## src/rtl/tltoc_pkg.sv

```systemverilog
package tltoc_pkg;

  localparam int PREFIX_MAX   = 8;
  localparam int POS_BITS_DEF = 24;
  localparam int UNIT_W       = 16;
  localparam int PLACE_W      = 24;
  localparam int PFX_W        = 64;
  localparam int LEN_W        = 4;
  localparam int CNT_W        = 4;
  localparam int FL_IDX_W     = 3;
  localparam int TAIL_N       = 4;
  localparam int TAIL_IDX_W   = 2;
  localparam int TAIL_CNT_W   = 3;
  localparam int CFG_IDX_W    = 2;

  localparam logic [UNIT_W-1:0] CH_LF = 16'd10;
  localparam logic [UNIT_W-1:0] CH_CR = 16'd13;

  typedef enum logic [1:0] {
    KIND_BODY,
    KIND_ENTRY,
    KIND_ENTRY_END,
    KIND_END_TEXT
  } kind_t;

  typedef enum logic [CFG_IDX_W-1:0] {
    REG_TOC_ENABLE,
    REG_DELETE_LINES,
    REG_PREFIX_LEN,
    REG_PREFIX_CHARS
  } cfg_reg_t;

  typedef struct packed {
    kind_t              kind;
    logic [UNIT_W-1:0]  unit;
    logic [PLACE_W-1:0] place;
  } res_t;

  function automatic logic [UNIT_W-1:0] prefix_unit(input logic [PFX_W-1:0]    chars,
                                                    input logic [FL_IDX_W-1:0] idx);
    return UNIT_W'(chars[8*int'(idx) +: 8]);
  endfunction

endpackage

```

## src/rtl/text_line_toc_extractor.sv

```systemverilog
// Channel   Direction  Handshake           Payload
// input     in         in_valid/in_stall   code_unit, end_of_text
// result    out        out_valid/out_stall kind, unit_out, line_place, last
// config    in         cfg_we              cfg_index, cfg_data
//
// One word of input is decoded in the cycle it is taken and yields 0 to 11 result
// words; these are queued and move into the result register whenever it is free. The
// result register sends one word a cycle while out_stall is low, so a word with at most
// one result follows the previous one back to back; a word with several results stalls
// the input until only its last result is queued and the result register is free.
// rst is synchronous; it restores the register defaults and the start-of-text state.
// out_stall holds the result register; in_stall rises while results queue up behind it.
module text_line_toc_extractor #(
  parameter int POS_BITS = tltoc_pkg::POS_BITS_DEF
) (
  input  logic                                 clk,
  input  logic                                 rst,
  input  logic                                 in_valid,
  output logic                                 in_stall,
  input  logic [tltoc_pkg::UNIT_W-1:0]         code_unit,
  input  logic                                 end_of_text,
  output logic                                 out_valid,
  input  logic                                 out_stall,
  output tltoc_pkg::kind_t                     kind,
  output logic [tltoc_pkg::UNIT_W-1:0]         unit_out,
  output logic [tltoc_pkg::PLACE_W-1:0]        line_place,
  output logic                                 last,
  input  logic                                 cfg_we,
  input  logic [tltoc_pkg::CFG_IDX_W-1:0]      cfg_index,
  input  logic [tltoc_pkg::PFX_W-1:0]          cfg_data
);
  import tltoc_pkg::*;

  typedef enum logic [1:0] {PH_MATCH, PH_ENTRY, PH_BODY, PH_AFTER} phase_t;

  localparam logic [POS_BITS-1:0] POS_MAX = '1;

  logic               toc_enable;
  logic               delete_toc_lines;
  logic [LEN_W-1:0]   prefix_length;
  logic [PFX_W-1:0]   prefix_chars;

  logic               prev_raw_cr;
  phase_t             phase;
  logic [CNT_W-1:0]   matched_count;
  logic [POS_BITS-1:0] body_position;
  logic [POS_BITS-1:0] line_start_pos;

  logic [CNT_W-1:0]      fl_cnt;
  logic [FL_IDX_W-1:0]   fl_idx;
  res_t                  tail [TAIL_N];
  logic [TAIL_CNT_W-1:0] tl_cnt;

  logic                  prev_raw_cr_next;
  phase_t                phase_next;
  logic [CNT_W-1:0]      matched_count_next;
  logic [POS_BITS-1:0]   body_position_next;
  logic [POS_BITS-1:0]   line_start_pos_next;
  logic [CNT_W-1:0]      fl_cnt_next;
  res_t                  tail_next [TAIL_N];
  logic [TAIL_CNT_W-1:0] tl_cnt_next;

  logic [UNIT_W-1:0]   u;
  logic                drop_lf;
  logic [LEN_W-1:0]    eff_len;
  logic                ent_unit;
  logic                ent_end;
  logic                body_en;
  logic                new_line;
  logic                after_pfx;
  logic [CNT_W-1:0]    nb;
  logic [POS_BITS:0]   pos_sum;
  logic [POS_BITS-1:0] pos_sat;
  res_t                cand [TAIL_N];
  logic [TAIL_N-1:0]   cand_en;

  logic [CNT_W-1:0] remain;
  logic             out_free;
  logic             accept;
  logic             move;
  res_t             head;

  assign remain   = fl_cnt + CNT_W'(tl_cnt);
  assign out_free = !out_valid || !out_stall;
  assign in_stall = !((remain == CNT_W'(0)) || ((remain == CNT_W'(1)) && out_free));
  assign accept   = in_valid && !in_stall;
  assign move     = out_free && (remain != CNT_W'(0));

  always_comb begin
    if (fl_cnt != CNT_W'(0)) begin
      head.kind  = KIND_BODY;
      head.unit  = prefix_unit(prefix_chars, fl_idx);
      head.place = '0;
    end else begin
      head = tail[0];
    end
  end

  assign u       = (code_unit == CH_LF) ? CH_CR : code_unit;
  assign drop_lf = (code_unit == CH_LF) && prev_raw_cr;
  assign eff_len = (prefix_length > LEN_W'(PREFIX_MAX)) ? LEN_W'(PREFIX_MAX) : prefix_length;

  always_comb begin
    phase_next         = phase;
    matched_count_next = matched_count;
    fl_cnt_next        = '0;
    ent_unit           = 1'b0;
    ent_end            = 1'b0;
    body_en            = 1'b0;
    new_line           = 1'b0;
    after_pfx          = 1'b0;

    if (!drop_lf) begin
      unique case (phase)
        PH_ENTRY: begin
          body_en = !delete_toc_lines;
          if (u == CH_CR) begin
            ent_end  = 1'b1;
            new_line = 1'b1;
          end else begin
            ent_unit = 1'b1;
          end
        end
        PH_BODY: begin
          body_en  = 1'b1;
          new_line = (u == CH_CR);
        end
        default: begin
          if (!toc_enable) begin
            fl_cnt_next        = matched_count_next;
            matched_count_next = '0;
            body_en            = 1'b1;
            if (u == CH_CR) begin
              new_line = 1'b1;
            end else begin
              phase_next = PH_BODY;
            end
          end else begin
            after_pfx = (phase == PH_AFTER);
            if (phase == PH_MATCH) begin
              if (matched_count >= eff_len) begin
                after_pfx  = 1'b1;
                phase_next = PH_AFTER;
                if (!delete_toc_lines) begin
                  fl_cnt_next        = matched_count_next;
                  matched_count_next = '0;
                end
              end else if (u == CH_CR) begin
                fl_cnt_next        = matched_count_next;
                matched_count_next = '0;
                body_en            = 1'b1;
                new_line           = 1'b1;
              end else if (u == prefix_unit(prefix_chars, matched_count[FL_IDX_W-1:0])) begin
                matched_count_next = matched_count + CNT_W'(1);
                if (matched_count_next >= eff_len) begin
                  phase_next = PH_AFTER;
                  if (!delete_toc_lines) begin
                    fl_cnt_next        = matched_count_next;
                    matched_count_next = '0;
                  end
                end
              end else begin
                fl_cnt_next        = matched_count_next;
                matched_count_next = '0;
                body_en            = 1'b1;
                phase_next         = PH_BODY;
              end
            end
            if (after_pfx) begin
              if (u == CH_CR) begin
                fl_cnt_next        = fl_cnt_next + matched_count_next;
                matched_count_next = '0;
                body_en            = 1'b1;
                new_line           = 1'b1;
              end else begin
                matched_count_next = '0;
                phase_next         = PH_ENTRY;
                ent_unit           = 1'b1;
                body_en            = !delete_toc_lines;
              end
            end
          end
        end
      endcase
    end

    nb      = fl_cnt_next + CNT_W'(body_en);
    pos_sum = {1'b0, body_position} + (POS_BITS+1)'(nb);
    pos_sat = pos_sum[POS_BITS] ? POS_MAX : pos_sum[POS_BITS-1:0];

    body_position_next  = pos_sat;
    line_start_pos_next = line_start_pos;
    prev_raw_cr_next    = drop_lf ? 1'b0 : (code_unit == CH_CR);
    if (new_line) begin
      phase_next          = PH_MATCH;
      matched_count_next  = '0;
      line_start_pos_next = pos_sat;
    end

    cand[0].kind  = ent_end ? KIND_ENTRY_END : KIND_ENTRY;
    cand[0].unit  = ent_end ? '0 : u;
    cand[0].place = ent_end ? PLACE_W'(line_start_pos) : '0;
    cand[1].kind  = KIND_BODY;
    cand[1].unit  = u;
    cand[1].place = '0;
    cand[2].kind  = KIND_ENTRY_END;
    cand[2].unit  = '0;
    cand[2].place = PLACE_W'(line_start_pos);
    cand[3].kind  = KIND_END_TEXT;
    cand[3].unit  = '0;
    cand[3].place = '0;
    cand_en = {end_of_text, end_of_text && (phase_next == PH_ENTRY), body_en,
               ent_unit || ent_end};

    if (end_of_text) begin
      if (phase_next != PH_ENTRY) begin
        fl_cnt_next = fl_cnt_next + matched_count_next;
      end
      prev_raw_cr_next    = 1'b0;
      body_position_next  = '0;
      line_start_pos_next = '0;
      phase_next          = PH_MATCH;
      matched_count_next  = '0;
    end

    for (int i = 0; i < TAIL_N; i++) begin
      tail_next[i] = cand[i];
    end
    tl_cnt_next = '0;
    for (int i = 0; i < TAIL_N; i++) begin
      if (cand_en[i]) begin
        tail_next[tl_cnt_next[TAIL_IDX_W-1:0]] = cand[i];
        tl_cnt_next = tl_cnt_next + TAIL_CNT_W'(1);
      end
    end
  end

  always_ff @(posedge clk) begin
    if (rst) begin
      toc_enable       <= 1'b0;
      delete_toc_lines <= 1'b1;
      prefix_length    <= '0;
      prefix_chars     <= '0;
      prev_raw_cr      <= 1'b0;
      phase            <= PH_MATCH;
      matched_count    <= '0;
      body_position    <= '0;
      line_start_pos   <= '0;
      fl_cnt           <= '0;
      fl_idx           <= '0;
      tl_cnt           <= '0;
      out_valid        <= 1'b0;
    end else begin
      if (cfg_we) begin
        unique case (cfg_reg_t'(cfg_index))
          REG_TOC_ENABLE:   toc_enable       <= cfg_data[0];
          REG_DELETE_LINES: delete_toc_lines <= cfg_data[0];
          REG_PREFIX_LEN:   prefix_length    <= cfg_data[LEN_W-1:0];
          REG_PREFIX_CHARS: prefix_chars     <= cfg_data;
          default:          prefix_chars     <= prefix_chars;
        endcase
      end

      if (move) begin
        out_valid  <= 1'b1;
        kind       <= head.kind;
        unit_out   <= head.unit;
        line_place <= head.place;
        last       <= (remain == CNT_W'(1));
      end else if (out_free) begin
        out_valid <= 1'b0;
      end

      if (accept) begin
        prev_raw_cr    <= prev_raw_cr_next;
        phase          <= phase_next;
        matched_count  <= matched_count_next;
        body_position  <= body_position_next;
        line_start_pos <= line_start_pos_next;
        fl_cnt         <= fl_cnt_next;
        fl_idx         <= '0;
        tl_cnt         <= tl_cnt_next;
        for (int i = 0; i < TAIL_N; i++) begin
          tail[i] <= tail_next[i];
        end
      end else if (move) begin
        if (fl_cnt != CNT_W'(0)) begin
          fl_cnt <= fl_cnt - CNT_W'(1);
          fl_idx <= fl_idx + FL_IDX_W'(1);
        end else begin
          for (int i = 0; i < TAIL_N - 1; i++) begin
            tail[i] <= tail[i+1];
          end
          tl_cnt <= tl_cnt - TAIL_CNT_W'(1);
        end
      end
    end
  end

  a_line_start_order: assert property (@(posedge clk) disable iff (rst)
    line_start_pos <= body_position)
    else $error("line start beyond body position");

  a_entry_holds_none: assert property (@(posedge clk) disable iff (rst)
    phase == PH_ENTRY |-> matched_count == CNT_W'(0))
    else $error("held units inside an entry line");

  a_end_text_last: assert property (@(posedge clk) disable iff (rst)
    out_valid && (kind == KIND_END_TEXT) |-> last)
    else $error("end of text word not marked last");

  a_eot_queues: assert property (@(posedge clk) disable iff (rst)
    accept && end_of_text |=> remain != CNT_W'(0))
    else $error("end of text word produced no result");

endmodule

```

## config.mk

```make
export PLATFORM = sky130hd
export DESIGN_NAME = text_line_toc_extractor
export DESIGN_NICKNAME = d
export VERILOG_FILES = /design/src/rtl/tltoc_pkg.sv /design/src/rtl/text_line_toc_extractor.sv
export SDC_FILE = /design/constraint.sdc
export NUM_CORES = 1
export LEC_CHECK = 0
export BUFFER_PORTS_ARGS = -buffer_cell sky130_fd_sc_hd__buf_4
export CORE_ASPECT_RATIO = 0.5
export CORE_UTILIZATION = 50
export CTS_CLUSTER_SIZE = 20
export DETAILED_ROUTE_END_ITERATION = 10
export GPL_TIMING_DRIVEN = 0
export MAX_ROUTING_LAYER = met4
export PLACE_DENSITY = 0.69
export REMOVE_ABC_BUFFERS = 1
export SYNTH_ARGS = -nofsm -noshare
export SYNTH_HDL_FRONTEND = slang
export SYNTH_SLANG_ARGS = --single-unit
```

## constraint.sdc

```tcl
create_clock -name clk -period 10.8 [get_ports clk]
set_clock_uncertainty 0.1 [all_clocks]
set_input_delay 1.08 -clock clk [delete_from_list [all_inputs] [get_ports clk]]
set_output_delay 1.08 -clock clk [all_outputs]
set_load 0.03 [all_outputs]
```

==> flow_summary_export.csv <==
group,metric,value,unit
status,status,"finished clean",
timing,fmax,120,MHz
power,ir_drop,0.114,mV
cts,htree_levels,1,
power,power.internal,2700,uW
layout,instances_no_fill,1931,
global_route,antenna_found_initial,0,
setup_path,r2r_end,"body_position[0]",
setup_path,startpoint,"matched_count[1]",
timing,rsz0062_at_grt,"false",
layout,drive_above_1_share,17.6,%
setup_path,crit_path_end_kind,"flop",
synthesis,syn_area,15300,um2
synthesis,netlist.area_leader.share,34.8,%
setup_path,rr_worst_depth,28,
die,ios,133,
routing,dr_wl_met2,17200,um
synthesis,yosysTopAreaCell,"edfxtp_1",
job,maxCapViolations,0,
routing,drt_iter0_markers,769,
cts,cts_sinks,313,
cts,clk_latency,560,ps
timing,timing.hold.ws,373,ps
setup_path,rr_startpoint,"matched_count[1]",
power,swShare,32.6,%
place,place_inst,1879,
cts,cts_setup_buffers,0,
global_route,track_usage,23.1,%
global_route,grt_pass1_vias,11100,
synthesis,yosysMostFrequentCell,"nand2_1",
worst_hold_path,hp-class,"reg2reg",
setup_path,crit_required,11180,ps
power,p_leak,0.00648,uW
setup_path,crit_fanout,24,
die,die_h,126,um
timing,fin_ws,2450,ps
setup_path,worstPathArrival,8730,ps
setup_path,criticalPathCategory,"reg2reg",
die,rows,44,
synthesis,synth_common_cells,"nand2_1 (235), edfxtp_1 (177), dfxtp_1 (136)",
timing,finalMaxSlewViolations,0,
setup_path,crit_path_max_incr_delay,1120,ps
cts,cts_buffers,28,
layout,diodes,0,
power,p_clk_share,26.2,%
timing,setup_viol,0,
worst_hold_path,worstHoldStart,"body_position[3]",
place,dpl.hpwl,23500,um
layout,nets,1647,
synthesis,synthArstFlopShare,0,%
cts,ctsResizeCount,0,
global_route,overflow,0,
setup_path,crit_path_end,"body_position[0]",
cts,hold_buffers,0,
routing,dr.pass1.iters,5,
routing,routed_wl,34900,um
global_route,grt_pass1_wl,57400,um
layout,syn2layout_area_growth,16.2,%
place,post-place-ws,1940,ps
routing,dr_wl_met3,1420,um
die,start_util,51.8,%
synthesis,synth_cell_type_count,83,
layout,multi_input_area,6760,um2
timing,slew_headroom,10.2,%
synthesis,synth-seq-cells,313,
routing,top_layer,"met4",
die,core,29500,um2
cts,tritoncts,"done",
layout,n_fill_cell,2375,
synthesis,syn_inst,1429,
routing,wl_per_cell,18.1,um
synthesis,synth.avg_cell_area,10.7,um2
power,cellPowerDensity,226,nW/um2
routing,drc,0,
global_route,grt_max_degree,141,
timing,fin_crit_sh,77.3,%
power,seq_power_share,43.6,%
place,finalWeightedCongestion,0.831,
timing,tightestPinTransition,1350,ps
synthesis,yosys_most_used_dff,"edfxtp_1",
timing,period_needed,8350,ps
cts,cts_buffer_depth,3,
setup_path,rrSetupSlack,2450,ps
timing,hold_viol_final,0,
power,p_switching,1310,uW
routing,drt-met1-wl,15600,um
power,power,4010,uW
cts,cts.clk_slew.worst_paths,70,ps
routing,viasPerCell,5.75,
place,portBuffers,132,
synthesis,yosysWarningCount,0,
setup_path,slowest_stage,"dfxtp_1",
synthesis,yosysSeqAreaShare,52.6,%
cts,root_buffer,"clkbuf_16",
routing,ant_nets,0,
die,die_area,31300,um2
die,dieWidth,249,um
layout,seqCellArea,8040,um2
synthesis,yosys-top-cells-area,"edfxtp_1 (35%), dfxtp_1 (18%), nand2_1 (5.8%)",
power,power_frac_comb,30.2,%
routing,vias,11100,
setup_path,start_kind,"flop",
setup_path,crit_top_cell,"nand2_1",
synthesis,synth_enable_flop_cells,177,
==> flip-flops by register name, indices dropped and copies added (netlist names) <==
| signal | count |
|---|---|
| tail | 134 |
| prefix_chars | 64 |
| body_position | 24 |
| line_place | 24 |
| line_start_pos | 24 |
| unit_out | 16 |
| fl_cnt | 4 |
| matched_count | 4 |
| prefix_length | 4 |
| fl_idx | 3 |
| tl_cnt | 3 |
| kind | 2 |
| phase | 2 |
| delete_toc_lines | 1 |
| last | 1 |
| out_valid | 1 |
| prev_raw_cr | 1 |
| toc_enable | 1 |
==> power groups by stage <==
stage / combinational, uW / sequential (uW) / clock (uW)
after floorplan: 577 / 1930 / 0
after global placement: 1070 / 1840 / 0
after detailed placement: 1220 / 1780 / 0
after CTS: 1220 / 1750 / 1070
after global routing: 1310 / 1780 / 1120
final: 1210 / 1750 / 1050
==> how the worst min path moves through the flow <==
stage | end | slack (ps) | cells past startpoint
2_1_floorplan | body_position[0] | 330 | 2
3_3_place_gp | body_position[2] | 350 | 2
3_5_place_dp | body_position[2] | 360 | 2
4_1_cts | body_position[2] | 370 | 2
5_1_grt | prefix_chars[4] | 390 | 2
6_report | body_position[3] | 370 | 2
==> metal layers <==
metal / up-vias / GRT usage [%]
li1: 5374 / -
met1: 5423 / 29.8
met2: 258 / 39.1
met3: 51 / 2.89
met4: 0 / 5.59
met5: - / -
==> area by class of cell <==
| class | instances | area share (%) |
|---|---|---|
| repair buffers | 153 | 7.68 |
| well taps | 391 | 2.75 |
| inverters | 34 | 0.718 |
| flip-flops and latches | 313 | 45.3 |
| clock inverters | 16 | 0.880 |
| multi-input cells | 988 | 38.1 |
| clock buffers | 36 | 4.65 |
==> kinds of logic (layout without fill, tap and decap cells) <==
| group | after synthesis | count (layout) | share of synthesized area (%) |
|---|---|---|---|
| AOI/OAI and AO/OA | 345 | 345 | 15.8 |
| xor gates and xnor gates | 36 | 36 | 2.06 |
| adders and majority gates | 41 | 41 | 3.55 |
| buffers and inverters | 128 | 239 | 3.64 |
| DFF | 313 | 313 | 52.6 |
| muxes | 72 | 72 | 6.76 |
| and+or+nand+nor | 494 | 494 | 15.6 |
==> stage by stage <==
step | utilization, % | setup TNS [ps] | cell area [um2]
after floorplan | - | 0 | 14900
final | 60.2 | 0 | 17800
after global placement | 55.4 | -491440 | 16300
after global routing | 60.2 | 0 | 17800
after detailed placement | 56.9 | 0 | 16800
after CTS | 60.2 | 0 | 17800
==> cell usage in the layout (no fill, tap or decap), types with 10 or more instances in the layout <==
cell,count
mux4_2,23
nand4_1,10
nand2b_1,10
o21ai_0,22
a22oi_1,31
nand2_1,235
a21oi_1,126
and2_1,81
inv_1,34
xnor2_1,15
xor2_1,21
clkbuf_16,31
ha_1,37
nor3_1,12
a22o_1,91
mux2i_1,41
nor2_1,70
dfxtp_1,135
nand3_1,20
edfxtp_1,177
buf_4,134
==> worst max-delay path: cells and delay by family (launching register included) <==
kind,cells,cell delay [ps]
muxes,3,1140
AOI/OAI and AO/OA,6,1340
adders and majority gates,4,1400
buffers and inverters,3,360
DFF,1,1120
and+or+nand+nor,12,2780
No activity file was read; power rests on OpenSTA's default activity.
